$ cat config.mk
export PLATFORM = sky130hd
export DESIGN_NAME = fan_curve_pwm_ramp_controller_core
export DESIGN_NICKNAME = d
export VERILOG_FILES = /design/src/rtl/core/fcpr_pkg.sv /design/src/rtl/core/fan_curve_pwm_ramp_controller_core.sv /design/src/rtl/core/fcpr_curve.sv
export SDC_FILE = /design/constraint.sdc
export NUM_CORES = 1
export LEC_CHECK = 0
export BUFFER_PORTS_ARGS = -buffer_cell sky130_fd_sc_hd__buf_4
export CELL_PAD_IN_SITES_DETAIL_PLACEMENT = 0
export CELL_PAD_IN_SITES_GLOBAL_PLACEMENT = 1
export CORE_MARGIN = 3
export CORE_UTILIZATION = 45
export DETAILED_ROUTE_END_ITERATION = 16
export PLACE_DENSITY_LB_ADDON = 0.1
export SETUP_SLACK_MARGIN = 0.3
export SLEW_MARGIN = 20
export SYNTH_ARGS = -nofsm -noshare
export SYNTH_HDL_FRONTEND = slang
export SYNTH_HIERARCHICAL = 1
export SYNTH_SLANG_ARGS = --single-unit
$ cat constraint.sdc
create_clock -name clk -period 22.1 [get_ports clk]
set_input_delay 0 -clock clk [delete_from_list [all_inputs] [get_ports clk]]
set_output_delay 0 -clock clk [all_outputs]
set_load 0.005 [all_outputs]
$ cat src/rtl/core/fcpr_pkg.sv
// Fan curve controller package: register indexes, curve table and types.
package fcpr_pkg;

    localparam int unsigned CfgIndexWidth = 3;
    localparam int unsigned CfgDataWidth  = 16;

    localparam logic [CfgIndexWidth-1:0] REG_CURVE_SELECT = 3'd0;
    localparam logic [CfgIndexWidth-1:0] REG_MIN_DUTY     = 3'd1;
    localparam logic [CfgIndexWidth-1:0] REG_MAX_DUTY     = 3'd2;
    localparam logic [CfgIndexWidth-1:0] REG_SPINUP_TICKS = 3'd3;
    localparam logic [CfgIndexWidth-1:0] REG_SPINUP_DUTY  = 3'd4;
    localparam logic [CfgIndexWidth-1:0] REG_RAMP_DELAY   = 3'd5;
    localparam logic [CfgIndexWidth-1:0] REG_INITIAL_DUTY = 3'd6;

    localparam logic [8:0] HOLD_BAND   = 9'd2;
    localparam logic [6:0] HOLD_LIMIT  = 7'd100;
    localparam logic [6:0] INVERT_BASE = 7'd100;

    typedef struct packed {
        logic [7:0]         tmin;
        logic [7:0]         tmax;
        logic [12:0]        slope;
        logic signed [18:0] offset;
    } curve_t;

    function automatic curve_t curve_entry(input logic [3:0] sel);
        curve_t c;
        case (sel)
            4'd0:    c = '{8'd20, 8'd40, 13'd1024, -19'sd15360};
            4'd1:    c = '{8'd25, 8'd40, 13'd1364, -19'sd29012};
            4'd2:    c = '{8'd30, 8'd40, 13'd2048, -19'sd56320};
            4'd3:    c = '{8'd35, 8'd40, 13'd4096, -19'sd138240};
            4'd4:    c = '{8'd20, 8'd50, 13'd681,  -19'sd8532};
            4'd5:    c = '{8'd30, 8'd50, 13'd1024, -19'sd25600};
            4'd6:    c = '{8'd35, 8'd50, 13'd1364, -19'sd42668};
            4'd7:    c = '{8'd40, 8'd50, 13'd2048, -19'sd76800};
            4'd8:    c = '{8'd20, 8'd60, 13'd512,  -19'sd5120};
            4'd9:    c = '{8'd30, 8'd60, 13'd681,  -19'sd15360};
            4'd10:   c = '{8'd40, 8'd60, 13'd1024, -19'sd35840};
            4'd11:   c = '{8'd50, 8'd60, 13'd2048, -19'sd97280};
            4'd12:   c = '{8'd20, 8'd70, 13'd410,  -19'sd3072};
            4'd13:   c = '{8'd35, 8'd70, 13'd584,  -19'sd15360};
            4'd14:   c = '{8'd45, 8'd70, 13'd819,  -19'sd31744};
            default: c = '{8'd55, 8'd70, 13'd1364, -19'sd69972};
        endcase
        return c;
    endfunction

endpackage

$ cat src/rtl/core/fan_curve_pwm_ramp_controller_core.sv
// Fan curve, spin-up hold and PWM ramp controller, top level.
// Result: an accepted request's result is registered in the output register, visible the cycle after acceptance.
// Throughput: one request per cycle while no result is pending or the pending one is
// taken; the single result register is refilled in the cycle it is taken.
// Reset: asynchronous, active low; configuration and state registers take their reset
// values, ramp duty starts at the initial duty (30), no result pending; result data is not reset.
module fan_curve_pwm_ramp_controller_core (
    input  logic        clk,
    input  logic        rst_n,
    input  logic        cfg_wr_en,
    input  logic [fcpr_pkg::CfgIndexWidth-1:0] cfg_index,
    input  logic [fcpr_pkg::CfgDataWidth-1:0]  cfg_data,
    input  logic        in_valid,
    output logic        in_ready,
    input  logic [7:0]  temp_outlet_a,
    input  logic [7:0]  temp_outlet_b,
    input  logic [7:0]  temp_outlet_c,
    input  logic        fan_failed,
    input  logic        sensor_failed,
    input  logic        force_full,
    input  logic        power_good,
    input  logic        remote_mode,
    input  logic [7:0]  remote_duty,
    input  logic        spinup_request,
    output logic        out_valid,
    input  logic        out_ready,
    output logic [6:0]  duty_percent,
    output logic [6:0]  compare_value,
    output logic [7:0]  curve_target,
    output logic [7:0]  held_temp
);

    // configuration
    logic [3:0]  curve_select_reg;
    logic [6:0]  min_duty_reg;
    logic [6:0]  max_duty_reg;
    logic [15:0] spinup_ticks_reg;
    logic [6:0]  spinup_duty_reg;
    logic [15:0] ramp_delay_reg;

    // state
    logic [7:0]  held_temperature_reg, held_temperature_next;
    logic [6:0]  hold_counter_reg, hold_counter_next;
    logic [15:0] spinup_counter_reg, spinup_counter_next;
    logic [15:0] ramp_counter_reg, ramp_counter_next;
    logic [6:0]  ramp_duty_reg, ramp_duty_next;

    // result register
    logic        out_valid_reg;
    logic [6:0]  duty_percent_reg, duty_percent_next;
    logic [6:0]  compare_value_reg, compare_value_next;
    logic [7:0]  curve_target_reg, curve_target_next;
    logic [7:0]  held_temp_reg;

    logic        accept;
    logic [7:0]  hottest;
    logic [7:0]  curve_duty;
    logic [7:0]  target;
    logic [15:0] spin_base;
    logic [7:0]  ramp_raw;
    logic [7:0]  ramp_min;

    assign in_ready = !out_valid_reg || out_ready;
    assign accept   = in_valid && in_ready;

    fcpr_curve u_curve (
        .curve_select (curve_select_reg),
        .temp         (held_temperature_next),
        .min_duty     (min_duty_reg),
        .max_duty     (max_duty_reg),
        .duty         (curve_duty)
    );

    always_comb
    begin
        hottest = temp_outlet_a;
        if (temp_outlet_b > hottest)
        begin
            hottest = temp_outlet_b;
        end
        if (temp_outlet_c > hottest)
        begin
            hottest = temp_outlet_c;
        end

        held_temperature_next = held_temperature_reg;
        if (({1'b0, hottest} + fcpr_pkg::HOLD_BAND < {1'b0, held_temperature_reg}) ||
            ({1'b0, hottest} > {1'b0, held_temperature_reg} + fcpr_pkg::HOLD_BAND))
        begin
            held_temperature_next = hottest;
        end
        if (hold_counter_reg > fcpr_pkg::HOLD_LIMIT)
        begin
            hold_counter_next     = 7'd0;
            held_temperature_next = hottest;
        end
        else
        begin
            hold_counter_next = hold_counter_reg + 7'd1;
        end

        if (fan_failed || sensor_failed || force_full)
        begin
            curve_target_next = power_good ? {1'b0, max_duty_reg} : {1'b0, min_duty_reg};
        end
        else
        begin
            curve_target_next = curve_duty;
        end

        target    = remote_mode ? remote_duty : curve_target_next;
        spin_base = spinup_request ? 16'd0 : spinup_counter_reg;

        spinup_counter_next = spin_base;
        ramp_counter_next   = ramp_counter_reg;
        ramp_raw            = {1'b0, ramp_duty_reg};
        if (spin_base < spinup_ticks_reg)
        begin
            spinup_counter_next = spin_base + 16'd1;
            ramp_raw            = {1'b0, spinup_duty_reg};
        end
        else if (ramp_counter_reg < ramp_delay_reg)
        begin
            ramp_counter_next = ramp_counter_reg + 16'd1;
        end
        else
        begin
            ramp_counter_next = 16'd0;
            if ({1'b0, ramp_duty_reg} < target)
            begin
                ramp_raw = {1'b0, ramp_duty_reg} + 8'd1;
            end
            else if ({1'b0, ramp_duty_reg} > target)
            begin
                ramp_raw = {1'b0, ramp_duty_reg} - 8'd1;
            end
        end

        ramp_min = (ramp_raw < {1'b0, min_duty_reg}) ? {1'b0, min_duty_reg} : ramp_raw;
        ramp_duty_next = (ramp_min > {1'b0, max_duty_reg}) ? max_duty_reg : ramp_min[6:0];

        duty_percent_next = ramp_duty_next;
        if (ramp_duty_next >= fcpr_pkg::INVERT_BASE)
        begin
            compare_value_next = ramp_duty_next - fcpr_pkg::INVERT_BASE;
        end
        else
        begin
            compare_value_next = fcpr_pkg::INVERT_BASE - ramp_duty_next;
        end
    end

    always_ff @(posedge clk or negedge rst_n)
    begin
        if (!rst_n)
        begin
            curve_select_reg     <= 4'd0;
            min_duty_reg         <= 7'd20;
            max_duty_reg         <= 7'd100;
            spinup_ticks_reg     <= 16'd30;
            spinup_duty_reg      <= 7'd100;
            ramp_delay_reg       <= 16'd1;
            held_temperature_reg <= 8'd0;
            hold_counter_reg     <= 7'd0;
            spinup_counter_reg   <= 16'd0;
            ramp_counter_reg     <= 16'd0;
            ramp_duty_reg        <= 7'd30;
            out_valid_reg        <= 1'b0;
        end
        else
        begin
            if (cfg_wr_en)
            begin
                unique case (cfg_index)
                    fcpr_pkg::REG_CURVE_SELECT: curve_select_reg <= cfg_data[3:0];
                    fcpr_pkg::REG_MIN_DUTY:     min_duty_reg     <= cfg_data[6:0];
                    fcpr_pkg::REG_MAX_DUTY:     max_duty_reg     <= cfg_data[6:0];
                    fcpr_pkg::REG_SPINUP_TICKS: spinup_ticks_reg <= cfg_data;
                    fcpr_pkg::REG_SPINUP_DUTY:  spinup_duty_reg  <= cfg_data[6:0];
                    fcpr_pkg::REG_RAMP_DELAY:   ramp_delay_reg   <= cfg_data;
                    fcpr_pkg::REG_INITIAL_DUTY: ramp_duty_reg    <= cfg_data[6:0];
                    default: ;
                endcase
            end
            else if (accept)
            begin
                ramp_duty_reg <= ramp_duty_next;
            end

            if (accept)
            begin
                held_temperature_reg <= held_temperature_next;
                hold_counter_reg     <= hold_counter_next;
                spinup_counter_reg   <= spinup_counter_next;
                ramp_counter_reg     <= ramp_counter_next;
                out_valid_reg        <= 1'b1;
            end
            else if (out_ready)
            begin
                out_valid_reg <= 1'b0;
            end
        end
    end

    always_ff @(posedge clk)
    begin
        if (accept)
        begin
            duty_percent_reg  <= duty_percent_next;
            compare_value_reg <= compare_value_next;
            curve_target_reg  <= curve_target_next;
            held_temp_reg     <= held_temperature_next;
        end
    end

    assign out_valid     = out_valid_reg;
    assign duty_percent  = duty_percent_reg;
    assign compare_value = compare_value_reg;
    assign curve_target  = curve_target_reg;
    assign held_temp     = held_temp_reg;

    a_hold_counter_range: assert property (@(posedge clk) disable iff (!rst_n)
        hold_counter_reg <= fcpr_pkg::HOLD_LIMIT + 7'd1)
        else $error("hold counter out of range");

    a_duty_within_max: assert property (@(posedge clk) disable iff (!rst_n)
        accept |=> duty_percent_reg <= max_duty_reg)
        else $error("duty above maximum");

    a_compare_sum: assert property (@(posedge clk) disable iff (!rst_n)
        (out_valid_reg && duty_percent_reg <= fcpr_pkg::INVERT_BASE) |->
        (duty_percent_reg + compare_value_reg == fcpr_pkg::INVERT_BASE))
        else $error("compare value does not invert duty");

    a_no_overwrite: assert property (@(posedge clk) disable iff (!rst_n)
        accept |-> !(out_valid_reg && !out_ready))
        else $error("request accepted over a pending result");

    a_spinup_hold: assert property (@(posedge clk) disable iff (!rst_n)
        (accept && spinup_request && spinup_ticks_reg != 16'd0 && !cfg_wr_en) |=>
        spinup_counter_reg == 16'd1)
        else $error("spin-up request did not restart hold");

endmodule

$ cat src/rtl/core/fcpr_curve.sv
// Temperature to duty curve evaluation, one multiply and add.
module fcpr_curve (
    input  logic [3:0] curve_select,
    input  logic [7:0] temp,
    input  logic [6:0] min_duty,
    input  logic [6:0] max_duty,
    output logic [7:0] duty
);

    fcpr_pkg::curve_t   c;
    logic signed [13:0] slope_s;
    logic signed [8:0]  temp_s;
    logic signed [22:0] prod;
    logic signed [22:0] sum;

    always_comb
    begin
        c       = fcpr_pkg::curve_entry(curve_select);
        slope_s = $signed({1'b0, c.slope});
        temp_s  = $signed({1'b0, temp});
        prod    = slope_s * temp_s;
        sum     = prod + $signed({{4{c.offset[18]}}, c.offset});
        if (temp <= c.tmin)
        begin
            duty = {1'b0, min_duty};
        end
        else if (temp >= c.tmax)
        begin
            duty = {1'b0, max_duty};
        end
        else if (sum[22])
        begin
            duty = 8'd0;
        end
        else if (sum[21:16] != 6'd0)
        begin
            duty = 8'd255;
        end
        else
        begin
            duty = sum[15:8];
        end
    end

endmodule

# After elaboration in Yosys (flattened, before gate mapping)
# Memory sizes are Yosys's and may differ from the RTL's.
# Index checks and enable logic that the tools add are counted.
[classes]
add_sub_neg = 10
mul = 1
magnitude_cmp = 14
n_eq_ne = 7
muxes = 27
bitwise_logic = 1
reduce_logical = 18
[ops]
columns = ["operator", "n"]
rows = [
  ["$mux 8", 15],
  ["$mux 7", 7],
  ["$mux 16", 3],
  ["$add 16x1->16 const B", 2],
  ["$lt 16x16->1", 2],
  ["$add 22x19->23", 1],
  ["$mul 13x8->21", 1],
  ["$add 8x2->9 const B", 2],
  ["$gt 8x8->1", 2],
  ["$reduce_and 2->1", 8],
  ["$eq 3x3->1 const B", 3],
  ["$gt 8x9->1", 1],
  ["$lt 9x8->1", 1],
  ["$add 7x1->8 const B", 1],
  ["$ge 8x8->1", 1],
  ["$gt 7x8->1", 1],
  ["$gt 8x7->1", 1],
  ["$le 8x8->1", 1],
  ["$lt 7x8->1", 1],
  ["$lt 8x7->1", 1],
  ["$sub 7x1->8 const B", 1],
  ["$add 7x1->7 const B", 1],
  ["$ge 7x7->1 const B", 1],
  ["$gt 7x7->1 const B", 1],
  ["other kinds (13)", 19],
]
[word_totals]
regBits = 142
romBits = 656
output_inout_bits = 32
mem_count = 1
[mem_list]
columns = ["name", "words", "width", "read_ports", "rd_clocked_by_memory_dff", "write_ports", "line", "text"]
rows = [
  ["(no name shown)", 16, 41, 1, 0, 0, "fcpr_pkg.sv:28", "case (sel)"],
]

# Longest topological paths before layout
# Gate-level depths: netlist (run 1).
[depth]
ltp_word = 29
mapped_depth = 101
depth_no_buf = 95

# Hierarchy
# Netlist (run 1), hierarchy kept.
[by_module_without_submodules]
columns = ["module", "n_inst", "cells_per_inst", "area_each_um2", "seq_area_each_um2"]
rows = [
  ["fan_curve_pwm_ramp_controller_core", 1, 971, 9355.2, 3694.8],
  ["fcpr_curve", 1, 619, 4948.5, 0.0],
]

# Least setup slack after synthesis (run 1)
# Ideal clock, no wire load.
[synth_path]
path_type = "input -> register"
start = "in temp_outlet_a[1]"
end = "reg compare_value_reg[1], in the netlist compare_value[1] (data pin)"
setup_ns = 0.260
arrival_time_ns = 18.120
required_ns = 21.840
path_slack_ns = 3.720
stages = 91
path_buffers = 5
cell_sequence = "inv_1 ha_1 nor2b_1 o21a_1 o21a_1 o21ai_0 or3b_1 clkbuf_1 nand3_1 and2_1 ha_1 nor2b_1 o21a_1 o21a_1 o21a_1 o21bai_1 a211oi_1 a31oi_1 [55 not listed] nand2_1 mux2_2 ha_1 o21a_1 o21a_1 o21a_1 o21ai_0 a21oi_1 nor2_2 clkbuf_1 nand2_1 o221ai_1 inv_1 ha_1 nand2_1 o2111ai_1 o311ai_4 mux2_2"
[synth_between]
elab_chain_cells = 29
[synth_rtl]
columns = ["item", "line", "text"]
rows = [
  ["from (decl)", "fan_curve_pwm_ramp_controller_core.sv:15", "input logic [7:0] temp_outlet_a,"],
  ["$gt 8x8->1", "fan_curve_pwm_ramp_controller_core.sv:77", "if (temp_outlet_b > hottest)"],
  ["$mux 8 *", "fan_curve_pwm_ramp_controller_core.sv:77", ""],
  ["$gt 8x8->1", "fan_curve_pwm_ramp_controller_core.sv:81", "if (temp_outlet_c > hottest)"],
  ["$mux 8 *", "fan_curve_pwm_ramp_controller_core.sv:81", ""],
  ["$add 8x2->9", "fan_curve_pwm_ramp_controller_core.sv:87", "if (({1'b0, hottest} + fcpr_pkg::HOLD_BAND < {1'b0, held_temperature_reg}) ||"],
  ["$lt 9x8->1", "fan_curve_pwm_ramp_controller_core.sv:87", ""],
  ["$logic_or 1x1->1", "fan_curve_pwm_ramp_controller_core.sv:87", ""],
  ["$mux 8", "fan_curve_pwm_ramp_controller_core.sv:87", ""],
  ["[1 not listed]", "--", ""],
  ["net held_temperature_next[7]", "fan_curve_pwm_ramp_controller_core.sv:42", "logic [7:0] held_temperature_reg, held_temperature_next;"],
  ["[7 not listed]", "--", ""],
  ["net curve_duty[0]", "fan_curve_pwm_ramp_controller_core.sv:57", "logic [7:0] curve_duty;"],
  ["[1 not listed]", "--", ""],
  ["net curve_target_next[0]", "fan_curve_pwm_ramp_controller_core.sv:52", "logic [7:0] curve_target_reg, curve_target_next;"],
  ["[6 not listed]", "--", ""],
  ["$lt 8x7->1", "fan_curve_pwm_ramp_controller_core.sv:139", "ramp_min = (ramp_raw < {1'b0, min_duty_reg}) ? {1'b0, min_duty_reg} : ramp_raw;"],
  ["$mux 8 *", "fan_curve_pwm_ramp_controller_core.sv:139", ""],
  ["$gt 8x7->1", "fan_curve_pwm_ramp_controller_core.sv:140", "ramp_duty_next = (ramp_min > {1'b0, max_duty_reg}) ? max_duty_reg : ramp_min[6:0];"],
  ["$mux 7 *", "fan_curve_pwm_ramp_controller_core.sv:140", ""],
  ["net duty_percent_next[1]", "fan_curve_pwm_ramp_controller_core.sv:50", "logic [6:0] duty_percent_reg, duty_percent_next;"],
  ["$sub 7x7->7, or another cell as far along", "fan_curve_pwm_ramp_controller_core.sv:149", "compare_value_next = fcpr_pkg::INVERT_BASE - ramp_duty_next;"],
  ["$mux 7 *", "fan_curve_pwm_ramp_controller_core.sv:143", "if (ramp_duty_next >= fcpr_pkg::INVERT_BASE)"],
  ["net compare_value_next[1]", "fan_curve_pwm_ramp_controller_core.sv:51", "logic [6:0] compare_value_reg, compare_value_next;"],
  ["to (signal assigned)", "fan_curve_pwm_ramp_controller_core.sv:210", "compare_value_reg <= compare_value_next;"],
  ["to (decl)", "fan_curve_pwm_ramp_controller_core.sv:51", ""],
]
# The timed path passes the listed nets; every way through them passes the cells marked *.
# A chain may end at the register's enable or synchronous reset.

# Final worst setup path (run 1)
[layout_path]
start = "in temp_outlet_a[1]"
end = "reg compare_value_reg[4], in the netlist compare_value[4] (data pin)"
# Same word-level chain as after synthesis.

==> impl_metrics.ini, run 1 <==
[status]
outcome = finished, final reports clean

[global_route]
grt_antenna_before_repair = 0
grt_pass1_vias = 11600
grt_max_degree = 59
grt_use_total_pct = 22.6
grt_overflow = 0
grt_pass1_wl_um = 61600

[timing]
tns_ps = 0
final.min_clock_period_ps = 19690
setup_violations = 0
slew_viol_final = 0
timing.final.hold_violations = 0
post-route-period-util_pct = 89.1
timing.slew.headroom_pct = 28.5
rsz0062_at_grt = no
fmax_mhz = 50.8
worst_pin_slew_ps = 1060
fin_worst_skew_ps = 9.75

[critical_path]
crit_slowest_cell = or4b_1
cp_max_fo = 23
critPathBufInv = 8
worstSetupStartpointType = input pin
cp.depth = 90
worstRegToRegCells = 72
path_class = input pin to flip-flop
critPathMostFrequentCell = o21a_1
end_kind = flip-flop
max_stage_delay_ps = 650
path_delay_family = compound AO/OA/AOI/OAI gates
arrival_ps = 19850
required_ps = 22260

[finish]
fin_nets = 1992
fin_area_um2 = 16200
layout-drive-gt1-share_pct = 14.4
num_antenna_cells = 0
mostFrequentLayoutCell = ha_1
layout_common_cells = ha_1, inv_1, nand2_1
instances_no_fill = 2102
area_delta_synth_final_pct = 13.5

[clocking]
root_buffer = clkbuf_16
clockBufferDepth = 2
clk_latency_ps = 430
post_cts_buffers = 0
h-tree-depth = 4
cts_buffers = 17
cts_tree = yes
cts_sinks = 141
path_clk_slew_ps = 60

[min_path]
min_path_type = input pin to flip-flop
worstHoldPathCells = 5

[detailed_routing]
routed_via_density = 5.59
post-route-drc-count = 0
wl_um = 37600
postRouteAntennaNets = 0
vias = 11700
drt_iter0_markers = 723
drtPass1Iterations = 5
wl_per_cell_um = 17.9

[logic_synthesis]
synth-async-reset-ratio_pct = 79.4
ys_seq_elements = 141
synth_warnings = 6
dominantRegCellSynth = dfrtp_1
synth_cells = 1590
synth.avg_cell_area_um2 = 9.00
ys_types = 91
synth_top_area_share_pct = 16.6
ys_seq_area_share_pct = 25.8
synth_edf_count = 29
synth_area_um2 = 14300
synth_largest_area_cell = dfrtp_1
synth_area_leaders = dfrtp_1, ha_1, fa_1, edfxtp_1, inv_1
synth_fp_nets = 1889

[die]
fp.coreArea_um2 = 31000
io_pins = 94
initial_core_util_pct = 46.2
dieHeight_um = 184
die_x_um = 184
dieArea_um2 = 34000
rows = 64

[placement]
io_buffers = 93
dp_cells = 2048
dp_hpwl_um = 28800
gp_congestion = 0.901
placed_cell_area_um2 = 15400

[job]
max_cap_violations = 0
-- worst reg2reg max path, delay by kind of cell, from the launching register on --
family	cells	cell delay (ps)
compound gates	30	5550
buf+inv	6	790
fa+ha+maj	11	4140
flops	1	400
xor+xnor	2	290
simple gates	20	4680
mux	3	750
-- cells by family (layout without fill, tap and decap cells) --
family	after synthesis	after routing	synth area share [%]
DFF	141	141	25.8
AOI/OAI and AO/OA	343	343	15.8
adders and majority gates	237	237	24.2
and+or+nand+nor	512	512	18.3
muxes	84	84	6.44
buffers and inverters	213	329	5.71
xor gates and xnor gates	60	60	3.73
-- metal layers --
metal	up-vias	global-route usage, %	share of wire [%]
li1	5762	-	-
met1	5713	33.2	51
met2	228	35.8	44
met3	39	2.96	3.5
met4	0	5.11	1.6
met5	-	0	0
-- path summary, 6_finish.rpt --
kind / slack (ps) / from / end
max in group asynchronous: 20650 / rst_n / min_duty_reg[3]$_DFFE_PN0P_
max: 2410 / temp_outlet_a[1] / compare_value[4]$_DFFE_PP_
min: 60 / cfg_index[2] / max_duty_reg[2]$_DFFE_PN1P_
max reg2reg: 5240 / held_temperature_reg[1]$_DFFE_PN0P_ / compare_value[4]$_DFFE_PP_
min in group asynchronous: 190 / rst_n / max_duty_reg[3]$_DFFE_PN0P_
min reg2reg: 500 / ramp_delay_reg[10]$_DFFE_PN0P_ / ramp_delay_reg[10]$_DFFE_PN0P_
-- cell type report --
| class | instances | area, um2 |
|---|---|---|
| Clock buffer | 22 | 505 |
| Clock inverter | 10 | 82.6 |
| Fill cell | 2903 | 14800 |
| Inverter | 165 | 619 |
| Multi-Input combinational cell | 1236 | 9790 |
| Sequential cell | 141 | 3690 |
| Tap cell | 396 | 495 |
| Timing Repair Buffer | 132 | 1050 |
-- cell usage after synthesis, types with 20 or more instances --
master / count
ha_1: 171
inv_1: 163
nand2_1: 139
o21ai_0: 106
dfrtp_1: 95
nor2_1: 90
and2_1: 80
a21oi_1: 76
fa_1: 66
mux2_2: 54
nand3_1: 52
clkbuf_1: 40
xnor2_1: 32
nor2b_1: 30
edfxtp_1: 29
mux2i_1: 29
xor2_1: 27
a21o_1: 24
nand4_1: 20
o21a_1: 20
-- timing repair --
item | 4_1_cts | 5_1_grt
endpoints found under the hold margin | 115 | 0
resized for setup | 0 | 0
hold buffers | 22 | 0
-- metrics by stage --
stage / setup slack [ps] / util [%] / hold slack [ps]
floorplan: 3720 / - / -296
global placement: 2520 / 49.8 / 116
detailed placement: 2170 / 49.8 / 118
CTS: 2520 / 52.4 / 37.4
global route: 751 / 52.4 / 80.7
finish: 2410 / 52.4 / 58.0
Power of run 1 is not shown: default switching activity piles up to over one toggle a cycle in this logic, so the estimate is an artifact.
==> inputs of run 2 (changes only) <==
- CORE_UTILIZATION: 45 -> 44
- clock period: 22.1 -> 16.6 ns (I/O delays scaled with it)
==> run 2 against run 1 <==
The run now ends with setup timing left; largest cell class unchanged; hold slack lost 24 ps; via count rose by 9.5%; register-to-register slack got worse by 3800 ps; highest routed layer unchanged.
==> impl_metrics.ini, run 2 (synthesized netlist as in run 1, its figures left out) <==
[critical_path]
critPathMostFrequentCell = o21a_1
end_kind = flip-flop
worstSetupStartpointType = input pin
reg2reg_from = held_temperature_reg[1]$_DFFE_PN0P_
arrival_ps = 17340
crit_start = temp_outlet_a[1]
required_ps = 16800
max_stage_delay_ps = 530
path_class = input pin to flip-flop
crit_slowest_cell = or4b_4
path_delay_family = compound AO/OA/AOI/OAI gates
critPathBufInv = 16
cp_max_fo = 7

[clocking]
h-tree-depth = 4
root_buffer = clkbuf_16
clk_latency_ps = 450
cts_tree = yes
cts_sinks = 141
path_clk_slew_ps = 70
cts_buffers = 17
clockBufferDepth = 2

[global_route]
grt.met2_usage_pct = 39.6
grt_max_degree = 59
grt_overflow = 0
grt_pass1_wl_um = 67400
top_usage_layer = met2
grt_antenna_before_repair = 0
grt_use_total_pct = 23.7
grtUsageMet1_pct = 32.6
grt_pass1_vias = 13100
met3_usage_pct = 3.31

[die]
rows = 65
dieArea_um2 = 34700
dieHeight_um = 186
initial_core_util_pct = 45.0
die_x_um = 186
io_pins = 94
fp.coreArea_um2 = 31800

[timing]
setup_violations = 6
timing.final.hold_violations = 0
fin_worst_skew_ps = 11.9
rsz0062_at_grt = yes
worst_pin_slew_ps = 1180
final.min_clock_period_ps = 17150
fin_ws_ps = -546
post-route-period-util_pct = 103
slew_viol_final = 0
timing.slew.headroom_pct = 20.7
fmax_mhz = 58.3

[min_path]
hold_path.startpoint = cfg_index[2]
min_path_type = input pin to flip-flop

[detailed_routing]
drt_iter0_markers = 532
postRouteAntennaNets = 0
post-route-drc-count = 0
drtPass1Iterations = 5
vias = 12900
wl_um = 41900
routed_via_density = 5.36
wl_per_cell_um = 17.5

[placement]
io_buffers = 93
dp_hpwl_um = 31000
placed_cell_area_um2 = 17400
gp_congestion = 0.910

[finish]
fin_nets = 2249
layout-drive-gt1-share_pct = 33.8
mostFrequentLayoutCell = buf_4
num_antenna_cells = 0
fillCellCount = 2730
area_delta_synth_final_pct = 37.0
fin_area_um2 = 19600
layout_common_cells = buf_4, inv_1, ha_1

[job]
max_cap_violations = 0

[status]
outcome = finished, violations left
violations = setup timing
## run 2: cell count changes in the layout (fill, tap and decap cells not counted), moves of 11 or more
cell     delta
ha_1       -19
nand2_4    +11
nand2_1    -19
o21ai_2    +14
buf_4     +219
a21oi_2    +15
buf_6      +30
ha_4       +17
and2_1     -12
and2_4     +12
o21ai_0    -23
a21oi_1    -18
## run 2: worst paths after layout
| kind | to | slack, ps | cells after the start |
|---|---|---|---|
| max in group asynchronous | held_temperature_reg[4]$_DFFE_PN0P_ | 15120 | 3 |
| hold reg to reg | ramp_delay_reg[9]$_DFFE_PN0P_ | 510 | 1 |
| min in group asynchronous | ramp_duty_reg[5]$_DFFE_PN0P_ | 150 | 2 |
| setup reg to reg | compare_value[6]$_DFFE_PP_ | 1420 | 81 |
| hold / removal | max_duty_reg[2]$_DFFE_PN1P_ | 30 | 5 |
| setup / recovery | compare_value[6]$_DFFE_PP_ | -550 | 100 |
## run 2: layer usage
metal	up-vias	share of wire (%)
li1	6271	-
met1	6283	47
met2	258	48
met3	43	3.5
met4	0	1.6
met5	-	0
## run 2: worst min-delay path: stages
cell and delay, ps:
buf_4 110, nor3_1 50, buf_4 170, nand2_1 70
o21ai_0 70
## run 2: per-stage QoR
stage | setup WS (ps) | setup TNS [ps] | utilization, % | cells | hold slack (ps)
after floorplan | -485 | -1860 | - | 1590 | -296
after global placement | -1250 | -9520 | 54.6 | 2271 | 97.3
after detailed placement | -1570 | -15940 | 54.6 | 2271 | 98.5
after CTS | -336 | -1170 | 59.4 | 2374 | 13.7
after global routing | -1220 | -10770 | 61.6 | 2398 | 52.9
final | -546 | -2840 | 61.6 | 2398 | 33.9
## run 2: layout make-up
cell class | instances | area [um2] | area share [%]
tap | 435 | 544 | 2.78
clock inverter | 13 | 120 | 0.613
timing repair buffer | 386 | 3150 | 16.1
clock buffer | 19 | 464 | 2.37
inverter | 165 | 637 | 3.25
sequential | 141 | 3690 | 18.9
multi-input combinational | 1239 | 11000 | 56.1
## run 2: repair_timing
| action | CTS | global route |
|---|---|---|
| resized for setup | 74 | 110 |
| pin swaps | 36 | 34 |
| endpoints found under the setup margin | 20 | 20 |
| hold buffers | 21 | 0 |
| setup buffers | 45 | 24 |
| hold endpoints to repair | 116 | 0 |
| cloned | 5 | 0 |
Power of run 2 is left out for the same reason.
